`config.mk`:
```
export PLATFORM = sky130hd
export DESIGN_NAME = postfix_stack_evaluator_unit
export DESIGN_NICKNAME = d
export VERILOG_FILES = /design/src/rtl/core/pse_pkg.sv /design/src/rtl/core/pse_divider.sv /design/src/rtl/core/postfix_stack_evaluator_unit.sv
export SDC_FILE = /design/constraint.sdc
export NUM_CORES = 2
export LEC_CHECK = 0
export BUFFER_PORTS_ARGS = -buffer_cell sky130_fd_sc_hd__buf_2
export CELL_PAD_IN_SITES_DETAIL_PLACEMENT = 1
export CELL_PAD_IN_SITES_GLOBAL_PLACEMENT = 1
export CORE_ASPECT_RATIO = 1.2
export CORE_MARGIN = 2
export CORE_UTILIZATION = 53
export DETAILED_ROUTE_END_ITERATION = 8
export PLACE_DENSITY = 0.77
export SYNTH_ARGS = -nofsm -noshare
export SYNTH_HDL_FRONTEND = slang
export SYNTH_SLANG_ARGS = --single-unit
```
`constraint.sdc`:
```
create_clock -name clk -period 11.5 [get_ports clk]
set_input_delay 1.725 -clock clk [delete_from_list [all_inputs] [get_ports clk]]
set_output_delay 1.725 -clock clk [all_outputs]
set_load 0.005 [all_outputs]
```
`src/rtl/core/pse_pkg.sv`:
```
// Types and constants shared by the postfix evaluator modules.
package pse_pkg;

    localparam int WORD_W = 32;

    // ASCII codes of the accepted characters
    localparam logic [7:0] CH_ZERO  = 8'h30;
    localparam logic [7:0] CH_NINE  = 8'h39;
    localparam logic [7:0] CH_PLUS  = 8'h2B;
    localparam logic [7:0] CH_MINUS = 8'h2D;
    localparam logic [7:0] CH_STAR  = 8'h2A;
    localparam logic [7:0] CH_SLASH = 8'h2F;

    typedef enum logic [2:0] {
        ST_OK        = 3'd0,
        ST_UNDERFLOW = 3'd1,
        ST_OVERFLOW  = 3'd2,
        ST_DIVZERO   = 3'd3,
        ST_BADCHAR   = 3'd4,
        ST_EMPTY     = 3'd5
    } status_t;

    typedef struct packed {
        logic [7:0] symbol;
        logic       last;
    } sym_item_t;

    typedef struct packed {
        logic signed [WORD_W-1:0] value;
        logic [2:0]               status;
    } res_item_t;

endpackage

```
`src/rtl/core/pse_divider.sv`:
```
// Radix-2 restoring divider, signed operands, quotient truncated toward zero.
module pse_divider (
    input  logic                      clk,
    input  logic                      rst_n,
    input  logic                      start,
    input  logic [pse_pkg::WORD_W-1:0] dividend,
    input  logic [pse_pkg::WORD_W-1:0] divisor,
    output logic                      done,
    output logic [pse_pkg::WORD_W-1:0] quotient
);
    import pse_pkg::*;

    localparam int CNT_W = $clog2(WORD_W);

    logic              busy_reg;
    logic              done_reg;
    logic [CNT_W-1:0]  cnt_reg;
    logic              neg_reg;
    logic [WORD_W-1:0] dvs_reg;
    logic [WORD_W-1:0] rem_reg;
    logic [WORD_W-1:0] quo_reg;

    logic [WORD_W:0]   shifted;
    logic [WORD_W:0]   diff;
    logic              qbit;

    // Trial subtraction for one quotient bit
    assign shifted = {rem_reg, quo_reg[WORD_W-1]};
    assign diff    = shifted - {1'b0, dvs_reg};
    assign qbit    = ~diff[WORD_W];

    // Load magnitudes on start, then retire one bit per cycle
    always_ff @(posedge clk or negedge rst_n)
    begin
        if (!rst_n)
        begin
            busy_reg <= 1'b0;
            done_reg <= 1'b0;
            cnt_reg  <= '0;
            neg_reg  <= 1'b0;
            dvs_reg  <= '0;
            rem_reg  <= '0;
            quo_reg  <= '0;
        end
        else
        begin
            done_reg <= 1'b0;
            if (start)
            begin
                busy_reg <= 1'b1;
                cnt_reg  <= '0;
                neg_reg  <= dividend[WORD_W-1] ^ divisor[WORD_W-1];
                dvs_reg  <= divisor[WORD_W-1] ? ('0 - divisor) : divisor;
                quo_reg  <= dividend[WORD_W-1] ? ('0 - dividend) : dividend;
                rem_reg  <= '0;
            end
            else if (busy_reg)
            begin
                rem_reg <= qbit ? diff[WORD_W-1:0] : shifted[WORD_W-1:0];
                quo_reg <= {quo_reg[WORD_W-2:0], qbit};
                cnt_reg <= cnt_reg + 1'b1;
                if (cnt_reg == CNT_W'(WORD_W - 1))
                begin
                    busy_reg <= 1'b0;
                    done_reg <= 1'b1;
                end
            end
        end
    end

    // Restore the sign; the most negative quotient wraps onto itself
    assign done     = done_reg;
    assign quotient = neg_reg ? ('0 - quo_reg) : quo_reg;

endmodule

```
`src/rtl/core/postfix_stack_evaluator_unit.sv`:
```
// Top level of the postfix expression evaluator.
// Takes one ASCII character per transaction and evaluates the postfix expression on an
// operand stack held in a single synchronous memory (one write port, one registered read
// port); the top of the stack is mirrored in a register, so an operator reads only the
// second entry. A digit is pushed as it is accepted; + - and * take a memory read, then
// execute and write back, and / waits on the 32-step radix-2 divider before write back.
// A character flagged last then moves the result into the output register in a result
// state, waiting while that register still holds a result not yet taken. Errors
// (underflow, overflow, divide by zero, bad character) are sticky within an expression;
// the result then carries value 0 and the first error code. No clearing pass is needed
// after reset.
module postfix_stack_evaluator_unit #(
    parameter int STACK_DEPTH = 64
) (
    input  logic               clk,
    input  logic               rst_n,
    input  logic               sym_valid,
    output logic               sym_ready,
    input  pse_pkg::sym_item_t sym_item,
    output logic               res_valid,
    input  logic               res_ready,
    output pse_pkg::res_item_t res_item
);
    import pse_pkg::*;

    localparam int AW = $clog2(STACK_DEPTH);
    localparam int DW = $clog2(STACK_DEPTH + 1);
    localparam logic [DW-1:0] DEPTH_FULL = DW'(STACK_DEPTH);
    localparam logic [DW-1:0] DEPTH_TWO  = DW'(2);

    typedef enum logic [1:0] {
        OP_ADD,
        OP_SUB,
        OP_MUL,
        OP_DIV
    } op_t;

    typedef enum logic [1:0] {
        S_IDLE,
        S_EXEC,
        S_DIV,
        S_RESULT
    } state_t;

    state_t            state_reg;
    logic [DW-1:0]     depth_reg;
    status_t           err_reg;
    logic [WORD_W-1:0] tos_reg;
    op_t               op_reg;
    logic              last_reg;
    logic              res_valid_reg;
    res_item_t         res_item_reg;

    logic [WORD_W-1:0] stack_mem [STACK_DEPTH];
    logic [WORD_W-1:0] rd_data_reg;

    logic              accept;
    logic              is_digit;
    logic              is_op;
    op_t               dec_op;
    logic [7:0]        digit_low;
    logic [WORD_W-1:0] digit_val;
    logic              push_ok;
    logic              go_exec;
    status_t           idle_err;
    logic [DW-1:0]     depth_m2;
    logic [WORD_W-1:0] alu_res;
    logic              wb_fire;
    logic              div_start;
    logic              div_done;
    logic [WORD_W-1:0] div_quot;
    logic              wr_en;
    logic [AW-1:0]     wr_addr;
    logic [WORD_W-1:0] wr_data;

    assign sym_ready = (state_reg == S_IDLE);
    assign accept    = sym_valid && sym_ready;

    // Decode the character
    assign is_digit  = (sym_item.symbol >= CH_ZERO) && (sym_item.symbol <= CH_NINE);
    assign digit_low = sym_item.symbol - CH_ZERO;
    assign digit_val = {{(WORD_W - 8){1'b0}}, digit_low};

    always_comb
    begin
        is_op  = 1'b1;
        dec_op = OP_ADD;
        unique case (sym_item.symbol)
            CH_PLUS:  dec_op = OP_ADD;
            CH_MINUS: dec_op = OP_SUB;
            CH_STAR:  dec_op = OP_MUL;
            CH_SLASH: dec_op = OP_DIV;
            default:  is_op  = 1'b0;
        endcase
    end

    // Classify the character against the current stack: push, error or operator
    always_comb
    begin
        idle_err = ST_OK;
        push_ok  = 1'b0;
        go_exec  = 1'b0;
        if (err_reg == ST_OK)
        begin
            priority if (is_digit)
            begin
                if (depth_reg == DEPTH_FULL)
                    idle_err = ST_OVERFLOW;
                else
                    push_ok = 1'b1;
            end
            else if (!is_op)
                idle_err = ST_BADCHAR;
            else if (depth_reg < DEPTH_TWO)
                idle_err = ST_UNDERFLOW;
            else if ((dec_op == OP_DIV) && (tos_reg == '0))
                idle_err = ST_DIVZERO;
            else
                go_exec = 1'b1;
        end
    end

    // Operand a comes from memory, operand b is the cached top
    always_comb
    begin
        unique case (op_reg)
            OP_ADD: alu_res = rd_data_reg + tos_reg;
            OP_SUB: alu_res = rd_data_reg - tos_reg;
            OP_MUL: alu_res = rd_data_reg * tos_reg;
            OP_DIV: alu_res = div_quot;
        endcase
    end

    assign depth_m2  = depth_reg - DEPTH_TWO;
    assign div_start = (state_reg == S_EXEC) && (op_reg == OP_DIV);
    assign wb_fire   = ((state_reg == S_EXEC) && (op_reg != OP_DIV)) ||
                       ((state_reg == S_DIV) && div_done);

    pse_divider u_divider (
        .clk      (clk),
        .rst_n    (rst_n),
        .start    (div_start),
        .dividend (rd_data_reg),
        .divisor  (tos_reg),
        .done     (div_done),
        .quotient (div_quot)
    );

    // Memory write port: push a digit or write back an operator result
    assign wr_en   = (accept && push_ok) || wb_fire;
    assign wr_addr = wb_fire ? depth_m2[AW-1:0] : depth_reg[AW-1:0];
    assign wr_data = wb_fire ? alu_res : digit_val;

    // Stack memory; read the second entry while waiting for a character
    always_ff @(posedge clk)
    begin
        if (wr_en)
            stack_mem[wr_addr] <= wr_data;
        if (state_reg == S_IDLE)
            rd_data_reg <= stack_mem[depth_m2[AW-1:0]];
    end

    // Sequencer, stack bookkeeping and result register
    always_ff @(posedge clk or negedge rst_n)
    begin
        if (!rst_n)
        begin
            state_reg     <= S_IDLE;
            depth_reg     <= '0;
            err_reg       <= ST_OK;
            tos_reg       <= '0;
            op_reg        <= OP_ADD;
            last_reg      <= 1'b0;
            res_valid_reg <= 1'b0;
            res_item_reg  <= '0;
        end
        else
        begin
            // Drop a taken result unless a new one is loaded in the same cycle
            if (res_valid_reg && res_ready && (state_reg != S_RESULT))
                res_valid_reg <= 1'b0;

            unique case (state_reg)
                S_IDLE:
                begin
                    if (accept)
                    begin
                        last_reg <= sym_item.last;
                        op_reg   <= dec_op;
                        if (push_ok)
                        begin
                            tos_reg   <= digit_val;
                            depth_reg <= depth_reg + 1'b1;
                        end
                        if (idle_err != ST_OK)
                            err_reg <= idle_err;
                        if (go_exec)
                            state_reg <= S_EXEC;
                        else if (sym_item.last)
                            state_reg <= S_RESULT;
                    end
                end
                S_EXEC:
                begin
                    if (op_reg == OP_DIV)
                        state_reg <= S_DIV;
                    else
                    begin
                        tos_reg   <= alu_res;
                        depth_reg <= depth_reg - 1'b1;
                        state_reg <= last_reg ? S_RESULT : S_IDLE;
                    end
                end
                S_DIV:
                begin
                    if (div_done)
                    begin
                        tos_reg   <= alu_res;
                        depth_reg <= depth_reg - 1'b1;
                        state_reg <= last_reg ? S_RESULT : S_IDLE;
                    end
                end
                S_RESULT:
                begin
                    // Hold until the output register is free, then clear for the next
                    if (!res_valid_reg || res_ready)
                    begin
                        res_valid_reg <= 1'b1;
                        if (err_reg != ST_OK)
                        begin
                            res_item_reg.value  <= '0;
                            res_item_reg.status <= err_reg;
                        end
                        else if (depth_reg == '0)
                        begin
                            res_item_reg.value  <= '0;
                            res_item_reg.status <= ST_EMPTY;
                        end
                        else
                        begin
                            res_item_reg.value  <= signed'(tos_reg);
                            res_item_reg.status <= ST_OK;
                        end
                        depth_reg <= '0;
                        err_reg   <= ST_OK;
                        state_reg <= S_IDLE;
                    end
                end
            endcase
        end
    end

    assign res_valid = res_valid_reg;
    assign res_item  = res_item_reg;

endmodule

```
==> run_summary.xml <==
<?xml version="1.0" encoding="UTF-8"?>
<metrics>
  <group name="timing">
    <metric name="fmax" unit="MHz">110</metric>
    <metric name="final.setup.tns" unit="ns">0</metric>
    <metric name="tightestPinTransition" unit="ns">1.38</metric>
    <metric name="worst_slew_margin_rel" unit="%">7.65</metric>
    <metric name="report.final.slew_viol_count" unit="">0</metric>
    <metric name="finalSetupViolations" unit="">0</metric>
    <metric name="setup_repair_after_global_routing_missed_its_margin" unit="">false</metric>
    <metric name="finalHoldViolations" unit="">0</metric>
    <metric name="final.hold.worst_slack" unit="ns">0.479</metric>
    <metric name="final.min_clock_period" unit="ns">9.09</metric>
    <metric name="fin_crit_sh" unit="%">79.0</metric>
    <metric name="clock-skew-final" unit="ns">0.0820</metric>
  </group>
  <group name="detailed_routing">
    <metric name="met1_length" unit="um">117000</metric>
    <metric name="wire_per_inst" unit="um">34.1</metric>
    <metric name="routed-wl-met2" unit="um">162000</metric>
    <metric name="num_vias" unit="">63000</metric>
    <metric name="top_layer" unit="">met5</metric>
    <metric name="drt-total-wl" unit="um">327000</metric>
    <metric name="vias_per_cell" unit="">6.58</metric>
    <metric name="drtPass1Iterations" unit="">6</metric>
    <metric name="drt_iter0_markers" unit="">7255</metric>
    <metric name="route.detailed.drc" unit="">0</metric>
    <metric name="met3_length" unit="um">27100</metric>
    <metric name="ant_nets" unit="">0</metric>
  </group>
  <group name="cts">
    <metric name="clock-root-buffer" unit="">clkbuf_16</metric>
    <metric name="clk_latency" unit="ns">0.91</metric>
    <metric name="clkTransAtPathRegs" unit="ns">0.07</metric>
    <metric name="clock-sinks" unit="">2267</metric>
    <metric name="numCtsBuffers" unit="">210</metric>
    <metric name="ctsHoldBuffers" unit="">0</metric>
    <metric name="cts.htree.levels" unit="">4</metric>
    <metric name="tritoncts_clock_tree" unit="">yes</metric>
    <metric name="number_of_setup_buffers_added_after_cts" unit="">0</metric>
    <metric name="cts_buffer_depth" unit="">3</metric>
    <metric name="cts-resized-gates" unit="">0</metric>
  </group>
  <group name="placement">
    <metric name="place.detailed.hpwl" unit="um">198000</metric>
    <metric name="global_placement_routability_congestion" unit="">0.893</metric>
    <metric name="total_of_buffers_placed_on_input_and_output_ports" unit="">49</metric>
  </group>
  <group name="yosys">
    <metric name="syn-cell-area" unit="um2">109000</metric>
    <metric name="synth-async-reset-ratio" unit="%">8.25</metric>
    <metric name="postSynthNetCount" unit="">7286</metric>
    <metric name="yosys_warnings" unit="">0</metric>
    <metric name="synthFlopType" unit="">edfxtp_1</metric>
    <metric name="yosysSeqAreaShare" unit="%">61.5</metric>
    <metric name="syn_inst" unit="">6657</metric>
    <metric name="syn-mean-instance-area" unit="um2">16.4</metric>
    <metric name="synth_cell_type_count" unit="">88</metric>
    <metric name="post_synth_edffs" unit="">2080</metric>
    <metric name="synth.ff_latch_count" unit="">2267</metric>
  </group>
  <group name="global_route">
    <metric name="grt.overflow.total" unit="">0</metric>
    <metric name="track_usage" unit="%">31.9</metric>
    <metric name="grt_max_degree" unit="">141</metric>
    <metric name="first_global_vias" unit="">67600</metric>
    <metric name="grt_first_pass_wirelength" unit="um">477000</metric>
    <metric name="antenna_found_initial" unit="">13</metric>
  </group>
  <group name="worst_setup_path">
    <metric name="reg2reg_setup_slack" unit="ns">2.41</metric>
    <metric name="r2r_cells" unit="">23</metric>
    <metric name="timing_worst_setup_path_type" unit="">flip-flop to flip-flop</metric>
    <metric name="regToRegEndpoint" unit="">stack_mem[4][30]</metric>
    <metric name="r2r-start" unit="">rd_data_reg[15]</metric>
    <metric name="critical_path.max_stage_delay" unit="ns">1.11</metric>
    <metric name="crit_path_max_fanout" unit="">64</metric>
    <metric name="worst-endpoint-arrival" unit="ns">9.61</metric>
    <metric name="timing.critical_path.required" unit="ns">12.02</metric>
    <metric name="path_common_cell" unit="">fa_1</metric>
    <metric name="timing.critical_path.from_type" unit="">flip-flop</metric>
    <metric name="path_cells" unit="">and2_1, fa_1, inv_1, fa_1, fa_1, fa_1, inv_1, fa_1, inv_1, fa_1, inv_1, fa_1, fa_1, ha_1, and3_1, nand3_1, o221a_2, o211a_1, o21ai_1, mux2i_1, a221o_1, o21ai_1, and2_2</metric>
    <metric name="slowest_stage" unit="">edfxtp_1</metric>
    <metric name="timing.critical_path.to_type" unit="">flip-flop</metric>
  </group>
  <group name="cells_and_area">
    <metric name="finalNetCount" unit="">7360</metric>
    <metric name="final_core_util" unit="%">58.8</metric>
    <metric name="largest_reg_flops" unit="">2048</metric>
    <metric name="fillers" unit="">18300</metric>
    <metric name="layout-drive-gt1-share" unit="%">19.4</metric>
    <metric name="areaGrowthSynthToFinish" unit="%">10.4</metric>
  </group>
  <group name="floorplan">
    <metric name="die_w" unit="um">418</metric>
    <metric name="die_h" unit="um">501</metric>
    <metric name="start_util" unit="%">53.3</metric>
    <metric name="standard_cell_row_count" unit="">182</metric>
    <metric name="design.die.area" unit="um2">210000</metric>
    <metric name="design.core.area" unit="um2">205000</metric>
    <metric name="io-pin-count" unit="">50</metric>
  </group>
  <group name="hold_path">
    <metric name="hold_path_startpoint" unit="">u_divider.dvs_reg[11]</metric>
    <metric name="min_delay_path_depth" unit="">2</metric>
    <metric name="hp-class" unit="">flip-flop to flip-flop</metric>
    <metric name="hold_path_sink" unit="">u_divider.dvs_reg[11]</metric>
  </group>
  <group name="outcome">
    <metric name="run_status" unit="">completed</metric>
  </group>
  <group name="job">
    <metric name="maxCapViolCount" unit="">0</metric>
  </group>
</metrics>
through the flow:
| stage | instance area (um2) | setup WS [ns] | std cells |
|---|---|---|---|
| floorplan | 109000 | 1.89 | 6657 |
| global placement | 114000 | 2.77 | 9187 |
| detailed placement | 114000 | 2.63 | 9187 |
| CTS | 121000 | 2.56 | 9575 |
| global route | 121000 | 2.11 | 9576 |
| finish | 121000 | 2.41 | 9582 |
layout make-up:
type	count	area [um2]	share of cell area [%]
sequential	2267	67200	55.7
multi-input combinational	3541	39700	32.9
clock buffer	255	5490	4.55
tap	2668	3340	2.77
timing repair buffer	253	1870	1.55
inverter	458	1720	1.43
clock inverter	133	1330	1.10
antenna	7	17.5	0.0145
critical path: cells and delay by family (launching register included):
family                     cells  cell delay (ns)
adders and majority gates      9             4.23
AOI/OAI and AO/OA              5             1.23
DFF                            1             1.11
buffers and inverters          4             0.24
and+or+nand+nor                4             1.68
muxes                          1             0.15
synth_stat cells (6+ instances only):
cell type	number	area (um2)
nand3_1	28	140
edfxtp_1	2080	62500
nor2_1	177	664
nor3_1	23	115
o21bai_1	10	75.1
a21o_1	40	300
o211a_1	6	60.1
xor2_1	126	1100
and3_1	20	125
o211ai_1	22	165
mux4_2	640	14400
nor2b_1	33	206
buf_1	52	195
a22o_1	36	315
a211oi_1	59	443
or4_1	18	135
ha_1	205	2560
o21ai_1	49	245
clkbuf_1	320	1200
nand2_1	524	1970
mux2i_1	63	631
o21a_1	13	97.6
nor4_1	10	62.6
fa_1	411	8230
inv_1	456	1710
buf_2	18	90.1
o31ai_1	43	323
dfrtp_1	187	4680
o22ai_1	9	56.3
xnor2_1	144	1260
o41ai_1	11	96.3
nand4_1	10	62.6
or2_2	6	37.5
or3_1	13	81.3
and2_1	344	2150
nand2b_1	19	119
a31oi_1	50	313
o21ai_0	145	726
a21oi_1	149	746
layout by cell type, fill, tap and decap left out, types with 48 or more instances in the layout:
master,synthesis,layout
nand2_1,524,521
o21ai_1,49,49
mux4_2,640,640
buf_2,18,48
nor2_1,177,92
xnor2_1,144,142
a31oi_1,50,49
inv_1,456,456
o21ai_0,145,144
xor2_1,126,124
nor2_4,0,85
ha_1,205,203
fa_1,411,411
and2_1,344,341
clkinv_1,1,53
edfxtp_1,2080,2080
mux2i_1,63,61
a211oi_1,59,56
a21oi_1,149,145
clkbuf_16,0,211
dfrtp_1,187,183
buf_4,0,197
cells by family (layout without fill, tap and decap cells):
group	Yosys count	count (layout)	synth area share, %
flip-flops	2267	2267	61.5
other	0	7	0
adder cells (fa/ha/maj)	616	616	9.88
AO/OA/AOI/OAI	694	694	4.08
multiplexers	707	707	13.8
XOR/XNOR	270	270	2.17
buffers and inverters	849	1099	2.95
AND/OR/NAND/NOR	1254	1254	5.62
metal layers:
layer	vias to the layer above	GRT usage, %
li1	25100	-
met1	33400	40.6
met2	3550	52.5
met3	913	5.51
met4	10	17.1
met5	-	0
worst max-delay path by stage:
stage	end	start	depth (start not counted)	slack [ns]
finish	stack_mem[4][30]	rd_data_reg[15]	23	2.41
detailed placement	stack_mem[7][30]	rd_data_reg[15]	23	2.63
global route	stack_mem[6][30]	rd_data_reg[15]	23	2.11
floorplan	stack_mem[0][24]	tos_reg[8]	25	1.89
CTS	stack_mem[4][30]	rd_data_reg[15]	23	2.56
global placement	stack_mem[14][29]	rd_data_reg[15]	24	2.77
Power is left out: the tool's default activity adds up to more than one toggle a clock period on the data nets, which glitch-free logic cannot reach.
